<file path="src/rtl/lbtc_pkg.sv">
package lbtc_pkg;

	localparam logic [1:0] OP_SEND = 2'd0;
	localparam logic [1:0] OP_TICK = 2'd1;
	localparam logic [1:0] OP_IRQ  = 2'd2;

	localparam logic [1:0] MODE_RX   = 2'd0;
	localparam logic [1:0] MODE_SCAN = 2'd1;
	localparam logic [1:0] MODE_TX   = 2'd2;

	localparam logic [7:0] MAX_FRAME    = 8'd255;
	localparam logic [7:0] BACKOFF_BASE = 8'd20;

	typedef struct packed {
		logic [1:0] op;
		logic [8:0] frame_len;
		logic [6:0] jitter;
		logic       scan_busy;
		logic       scan_start_ok;
		logic       tx_start_ok;
		logic       rx_ok;
		logic [8:0] rx_len;
	} in_word_t;

	typedef struct packed {
		logic        send_accepted;
		logic        cmd_scan;
		logic        cmd_transmit;
		logic        cmd_receive;
		logic [1:0]  mode;
		logic [7:0]  out_len;
		logic        rx_deliver;
		logic [31:0] tx_total;
		logic [31:0] rx_total;
		logic [31:0] rx_err_total;
		logic [31:0] busy_total;
		logic [31:0] forced_total;
	} out_word_t;

	typedef struct packed {
		logic [1:0]  cur_mode;
		logic [7:0]  parked_len;
		logic [2:0]  try_count;
		logic [15:0] backoff_left;
		logic [31:0] tx_counter;
		logic [31:0] rx_counter;
		logic [31:0] rx_err_counter;
		logic [31:0] busy_counter;
		logic [31:0] forced_counter;
	} lbtc_state_t;

endpackage

</file>
<file path="src/rtl/lbtc_step.sv">
module lbtc_step #(
	parameter int MAX_TRIES = 4
) (
	input  lbtc_pkg::lbtc_state_t st,
	input  lbtc_pkg::in_word_t    word,
	input  logic                  scan_enable,
	output lbtc_pkg::lbtc_state_t st_nx,
	output lbtc_pkg::out_word_t   res
);
	import lbtc_pkg::*;

	localparam logic [3:0] TRY_LIMIT = 4'(MAX_TRIES);

	logic        f_scan;
	logic        f_tx;
	logic        f_rx;
	logic        f_deliver;
	logic        accepted;
	logic [7:0]  f_len;
	logic        do_scan;
	logic        do_tx;
	logic        send_ok;
	logic        retry;
	logic [7:0]  backoff_base;
	logic [7:0]  rx_len_c;

	assign send_ok = (st.cur_mode == MODE_RX) && (st.parked_len == 8'd0)
		&& (word.frame_len != 9'd0) && (word.frame_len <= {1'b0, MAX_FRAME});
	assign retry = word.scan_busy && (({1'b0, st.try_count} + 4'd1) < TRY_LIMIT);
	assign backoff_base = BACKOFF_BASE + {1'b0, word.jitter};
	assign rx_len_c = (word.rx_len > {1'b0, MAX_FRAME}) ? MAX_FRAME : word.rx_len[7:0];

	always_comb begin
		st_nx     = st;
		f_scan    = 1'b0;
		f_tx      = 1'b0;
		f_rx      = 1'b0;
		f_deliver = 1'b0;
		f_len     = 8'd0;
		accepted  = 1'b0;
		do_scan   = 1'b0;
		do_tx     = 1'b0;
		unique case (word.op)
			OP_SEND: begin
				if (send_ok) begin
					accepted         = 1'b1;
					st_nx.parked_len = word.frame_len[7:0];
					st_nx.try_count  = 3'd0;
					if (scan_enable) begin
						do_scan = 1'b1;
					end else begin
						do_tx = 1'b1;
					end
				end
			end
			OP_TICK: begin
				if (st.cur_mode == MODE_RX && st.parked_len != 8'd0) begin
					if (st.backoff_left <= 16'd1) begin
						st_nx.backoff_left = 16'd0;
						do_scan = 1'b1;
					end else begin
						st_nx.backoff_left = st.backoff_left - 16'd1;
					end
				end
			end
			OP_IRQ: begin
				if (st.cur_mode == MODE_TX) begin
					st_nx.tx_counter = st.tx_counter + 32'd1;
					st_nx.cur_mode   = MODE_RX;
					f_rx = 1'b1;
				end else if (st.cur_mode == MODE_SCAN) begin
					if (retry) begin
						st_nx.busy_counter = st.busy_counter + 32'd1;
						st_nx.try_count    = st.try_count + 3'd1;
						st_nx.backoff_left = {8'd0, backoff_base} << st.try_count;
						st_nx.cur_mode     = MODE_RX;
						f_rx = 1'b1;
					end else begin
						if (word.scan_busy) begin
							st_nx.busy_counter   = st.busy_counter + 32'd1;
							st_nx.forced_counter = st.forced_counter + 32'd1;
						end
						do_tx = 1'b1;
					end
				end else begin
					if (word.rx_ok) begin
						st_nx.rx_counter = st.rx_counter + 32'd1;
						f_deliver = 1'b1;
						f_len     = rx_len_c;
					end else begin
						st_nx.rx_err_counter = st.rx_err_counter + 32'd1;
					end
					st_nx.cur_mode = MODE_RX;
					f_rx = 1'b1;
				end
			end
			default: begin
			end
		endcase

		if (do_scan) begin
			st_nx.cur_mode = MODE_SCAN;
			f_scan = 1'b1;
			if (!word.scan_start_ok) begin
				do_tx = 1'b1;
			end
		end
		if (do_tx) begin
			f_tx  = 1'b1;
			f_len = st_nx.parked_len;
			st_nx.parked_len = 8'd0;
			if (word.tx_start_ok) begin
				st_nx.cur_mode = MODE_TX;
			end else begin
				st_nx.cur_mode = MODE_RX;
				f_rx = 1'b1;
			end
		end
	end

	always_comb begin
		res.send_accepted = accepted;
		res.cmd_scan      = f_scan;
		res.cmd_transmit  = f_tx;
		res.cmd_receive   = f_rx;
		res.mode          = st_nx.cur_mode;
		res.out_len       = f_len;
		res.rx_deliver    = f_deliver;
		res.tx_total      = st_nx.tx_counter;
		res.rx_total      = st_nx.rx_counter;
		res.rx_err_total  = st_nx.rx_err_counter;
		res.busy_total    = st_nx.busy_counter;
		res.forced_total  = st_nx.forced_counter;
	end

endmodule

</file>
<file path="src/rtl/lbt_csma_transmit_controller.sv">
// channel   direction  handshake            word
// in        input      in_valid/in_ready    in_data  (op, lengths, radio status)
// out       output     out_valid/out_ready  out_data (commands, mode, totals)
// cfg       input      cfg_we               cfg_wdata (scan_enable)
//
// One word per cycle sustained while the output is not stalled; a word goes from input to output
// through the input register, then through the step logic into the output register.
// Controller state updates when a word moves from the input to the output register.
// Reset clears mode, parked frame, backoff and all totals; scan_enable resets to 1.
// A stalled output holds its word; the input register takes one more word, then input stalls.
module lbt_csma_transmit_controller #(
	parameter int MAX_TRIES = 4
) (
	input  logic                 clk,
	input  logic                 arst_n,
	input  logic                 in_valid,
	output logic                 in_ready,
	input  lbtc_pkg::in_word_t   in_data,
	output logic                 out_valid,
	input  logic                 out_ready,
	output lbtc_pkg::out_word_t  out_data,
	input  logic                 cfg_we,
	input  logic                 cfg_wdata
);
	import lbtc_pkg::*;

	logic        in_valid_s1;
	in_word_t    in_data_s1;
	logic        out_valid_q;
	out_word_t   out_data_q;
	logic        scan_enable_q;
	lbtc_state_t st_q;
	lbtc_state_t st_nx;
	out_word_t   res;
	logic        advance;

	assign advance  = in_valid_s1 && (!out_valid_q || out_ready);
	assign in_ready = !in_valid_s1 || advance;

	lbtc_step #(
		.MAX_TRIES(MAX_TRIES)
	) u_step (
		.st          (st_q),
		.word        (in_data_s1),
		.scan_enable (scan_enable_q),
		.st_nx       (st_nx),
		.res         (res)
	);

	always_ff @(posedge clk or negedge arst_n) begin
		if (!arst_n) begin
			scan_enable_q <= 1'b1;
		end else if (cfg_we) begin
			scan_enable_q <= cfg_wdata;
		end
	end

	always_ff @(posedge clk or negedge arst_n) begin
		if (!arst_n) begin
			in_valid_s1 <= 1'b0;
		end else if (in_ready) begin
			in_valid_s1 <= in_valid;
		end
	end

	always_ff @(posedge clk) begin
		if (in_ready && in_valid) begin
			in_data_s1 <= in_data;
		end
	end

	always_ff @(posedge clk or negedge arst_n) begin
		if (!arst_n) begin
			st_q <= '0;
		end else if (advance) begin
			st_q <= st_nx;
		end
	end

	always_ff @(posedge clk or negedge arst_n) begin
		if (!arst_n) begin
			out_valid_q <= 1'b0;
		end else if (advance) begin
			out_valid_q <= 1'b1;
		end else if (out_ready) begin
			out_valid_q <= 1'b0;
		end
	end

	always_ff @(posedge clk) begin
		if (advance) begin
			out_data_q <= res;
		end
	end

	assign out_valid = out_valid_q;
	assign out_data  = out_data_q;

	a_tx_nothing_parked: assert property (@(posedge clk) disable iff (!arst_n)
		st_q.cur_mode == MODE_TX |-> st_q.parked_len == 8'd0)
		else $error("transmitting with a frame still parked");

	a_scan_has_frame: assert property (@(posedge clk) disable iff (!arst_n)
		st_q.cur_mode == MODE_SCAN |-> st_q.parked_len != 8'd0)
		else $error("scanning with no frame parked");

	a_try_bound: assert property (@(posedge clk) disable iff (!arst_n)
		{1'b0, st_q.try_count} < 4'(MAX_TRIES))
		else $error("try count beyond limit");

	a_accept_cmd: assert property (@(posedge clk) disable iff (!arst_n)
		out_valid_q && out_data_q.send_accepted
		|-> out_data_q.cmd_scan || out_data_q.cmd_transmit)
		else $error("accepted send issued no command");

	a_tx_count_step: assert property (@(posedge clk) disable iff (!arst_n)
		1'b1 |=> st_q.tx_counter == $past(st_q.tx_counter)
			|| st_q.tx_counter == $past(st_q.tx_counter) + 32'd1)
		else $error("tx total jumped");

endmodule
</file>
<file path="config.mk">
export PLATFORM = sky130hd
export DESIGN_NAME = lbt_csma_transmit_controller
export DESIGN_NICKNAME = d
export VERILOG_FILES = /design/src/rtl/lbtc_pkg.sv /design/src/rtl/lbtc_step.sv /design/src/rtl/lbt_csma_transmit_controller.sv
export SDC_FILE = /design/constraint.sdc
export NUM_CORES = 1
export LEC_CHECK = 0
export BUFFER_PORTS_ARGS = -buffer_cell sky130_fd_sc_hd__buf_2
export CORE_AREA = 2 2 225 160
export CTS_CLUSTER_SIZE = 25
export DETAILED_ROUTE_END_ITERATION = 8
export DIE_AREA = 0 0 227 162
export PLACE_DENSITY = 0.76
export SYNTH_ARGS = -nofsm -noshare
export SYNTH_HDL_FRONTEND = slang
export SYNTH_SLANG_ARGS = --single-unit
</file>
<file path="constraint.sdc">
create_clock -name clk -period 7.23 [get_ports clk]
set_input_delay 1.0845 -clock clk [delete_from_list [all_inputs] [get_ports clk]]
set_output_delay 1.0845 -clock clk [all_outputs]
set_load 0.01 [all_outputs]
</file>
==> flow_summary.yaml <==
place:
  placed_area_mm2: 0.0196
  gp_congestion: 0.876
  place_inst: 2196
  dp_hpwl_um: 26800
  port-buffer-count: 213
worst_hold_path:
  hold_start: "st_q[31]$_DFFE_PN0P_"
  min_path_cells: 1
  hold-path-endpoint: "st_q[31]$_DFFE_PN0P_"
  hp-class: "reg2reg"
power:
  peakVddDrop_uv: 172
  powerDensity_mw_per_mm2: 259
  p_leak_nw: 9.13
logic_synthesis:
  synth_cell_types: 61
  ys.flop_type: "edfxtp_1"
  synth-edff-count: 206
  syn_nets: 1608
  synth_top_area_share_pct: 34.1
  synth_seq_cells: 398
  syn_inst: 1562
  syn_area_per_cell_um2: 11.6
  async_flop_share_pct: 48.2
  ys_seq_area_share_pct: 60.6
  yosys_warnings: 0
  synthTopCellsByArea: "edfxtp_1, dfrtp_1, xor2_1"
  yosys.area.top_type: "edfxtp_1"
  netlist_area_mm2: 0.0181
sta:
  fmax_mhz: 294
  finalSetupViolations: 0
  fin_tns_setup_ns: 0
  rsz0062_at_grt: "false"
  final.setup_skew_ns: 0.0153
  hold_viol_final: 0
  fin_crit_sh_pct: 47.0
  worst-slew-pin-transition_ns: 1.15
  fin_crit_ns: 3.40
  slew_viol_final: 0
  hold_slack_ns: 0.486
  relSlewSlack_pct: 22.4
detailed_routing:
  drt-total-wl_um: 39300
  ant_nets: 0
  drt_first_pass_iters: 5
  drc: 0
  vias_per_cell: 5.42
  via_count: 12300
  wl_per_cell_um: 17.3
  drtIter0Drc: 1167
global_routing:
  first_global_vias: 11800
  grt_pass1_wl_um: 63000
  grt_usage_pct: 21.6
  grt_max_degree: 112
  antenna_found_initial: 0
  grt.overflow.total: 0
finish:
  stdcell_count: 2268
  areaGrowthSynthToFinish_pct: 15.3
  n_antenna_cell: 0
  utilization_pct: 60.5
  drive_gt1_share_pct: 16.9
  final_area_mm2: 0.0209
  num-nets-final: 1811
critical_path:
  arrival_ns: 3.81
  cp-start-kind: "flip-flop"
  end_kind: "flip-flop"
  critical_path.slowest_cell: "nor2b_1"
  timing.rr.start: "in_data_s1[29]$_DFFE_PP_"
  r2r_end: "st_q[109]$_DFFE_PN0P_"
  worstPathCellList: "nor2b_1, nand4_1, inv_1, and3_1, and2_1, nand3_1, xnor2_1"
  worst-endpoint-required_ns: 7.64
  crit_fanout: 14
  rrSetupSlack_ns: 3.83
  ff2ff_path_depth: 7
  criticalPathCategory: "reg2reg"
  slowest_delay_ns: 0.63
floorplanning:
  die_area_mm2: 0.0368
  die_w_um: 227
  initial_core_util_pct: 52.5
  rows: 57
  ios: 214
  core_mm2: 0.0345
  die_h_um: 162
clocking:
  cts-resized-gates: 0
  clock_latency_ns: 0.54
  cts_inserted_buffers: 39
  cts_buffer_depth: 3
  cts.sinks: 398
  ctsHoldBuffers: 0
  cts_root_buffer: "clkbuf_16"
  post-cts-setup-buffers: 0
  clk_pin_slew_ns: 0.06
  h-tree-depth: 2
  tritoncts: "built"
status:
  status: "finished, final reports clean"
run:
  cap_violations: 0
[kinds of logic after synthesis]
kind of cell	share of synthesized area, %
multiplexers	0.759
buffers and inverters	1.83
flip-flops	60.6
adder cells (fa/ha/maj)	0.621
AND/OR/NAND/NOR	16.7
XOR/XNOR	15.1
AO/OA/AOI/OAI	4.30
[registers in the layout (all words and copies together), names as in the netlist]
register	cells
st_q	189
in_valid_s1	1
in_data_s1	31
out_data	175
scan_enable_q	1
out_valid	1
[power breakdown]
part / leakage (nW) / internal, mW / switching, mW
Combinational: 3.88 / 0.230 / 0.424
Clock: 0.614 / 1.16 / 0.854
Sequential: 4.64 / 2.59 / 0.148
Total: 9.13 / 3.98 / 1.43
[layout by cell type (no fill, tap or decap), types with 6 or more instances in the layout]
cell,count
clkbuf_1,11
nor4_1,12
clkinv_1,6
o21ai_0,55
buf_4,9
or3_1,7
mux2_2,6
inv_1,23
dfrtp_1,191
edfxtp_1,206
and4_1,16
nor3_1,56
xnor2_1,156
mux2i_1,7
clkinv_2,6
nand2_1,172
nand3_1,78
clkbuf_16,40
nor2b_1,6
nor2_1,157
nand2b_1,8
xor2_1,157
and2_1,13
a21oi_1,31
buf_2,212
nand4_1,36
and3_1,21
ha_1,9
[metrics by stage]
| step | worst slack [ns] | total power [mW] |
|---|---|---|
| after CTS | 3.88 | 5.45 |
| after global routing | 3.59 | 5.64 |
| after detailed placement | 3.38 | 3.43 |
| final | 3.83 | 5.40 |
| after global placement | 3.45 | 3.40 |
| after floorplan | 0.0637 | 3.18 |
[cell type report]
class	count	area, um^2
sequential	398	11000
clock buffer	54	1080
clock inverter	18	175
tap	472	591
timing repair buffer	222	1140
multi-input combinational	1080	6810
fill	2831	13600
inverter	24	97.6
[critical path: cells and delay by family (launching register included)]
| family | cells | cell delay (ns) |
|---|---|---|
| simple gates | 5 | 2.09 |
| xor+xnor | 1 | 0.15 |
| buf+inv | 1 | 0.51 |
| flops | 1 | 0.53 |
[synth_stat cells (31+ instances only)]
cell type and count:
a21oi_1 31, clkbuf_1 39, dfrtp_1 191, edfxtp_1 206, nand2_1 173, nand3_1 78
nand4_1 36, nor2_1 157, nor3_1 56, o21ai_0 55, xnor2_1 156, xor2_1 157
[layer usage]
| layer | vias up | wire length (um) | GRT usage, % | part of all wire [%] |
|---|---|---|---|---|
| met2 | 362 | 17200 | 31.4 | 44 |
| li1 | 5853 | - | - | - |
| met4 | 0 | 1030 | 6.65 | 2.6 |
| met3 | 67 | 2350 | 3.67 | 6.0 |
| met1 | 6018 | 18700 | 33.2 | 48 |
| met5 | - | 0 | 0 | 0 |
[worst max path at each step]
stage | end | depth (start not counted) | slack [ns] | from
finish | st_q[109]$_DFFE_PN0P_ | 7 | 3.83 | in_data_s1[29]$_DFFE_PP_
global route | st_q[109]$_DFFE_PN0P_ | 7 | 3.59 | in_data_s1[29]$_DFFE_PP_
CTS | st_q[109]$_DFFE_PN0P_ | 7 | 3.88 | in_data_s1[29]$_DFFE_PP_
detailed placement | st_q[61]$_DFFE_PN0P_ | 8 | 3.38 | out_ready
global placement | st_q[61]$_DFFE_PN0P_ | 8 | 3.45 | out_ready
floorplan | st_q[101]$_DFFE_PN0P_ | 8 | 0.06 | out_ready
No activity file was read; power rests on OpenSTA's default activity.
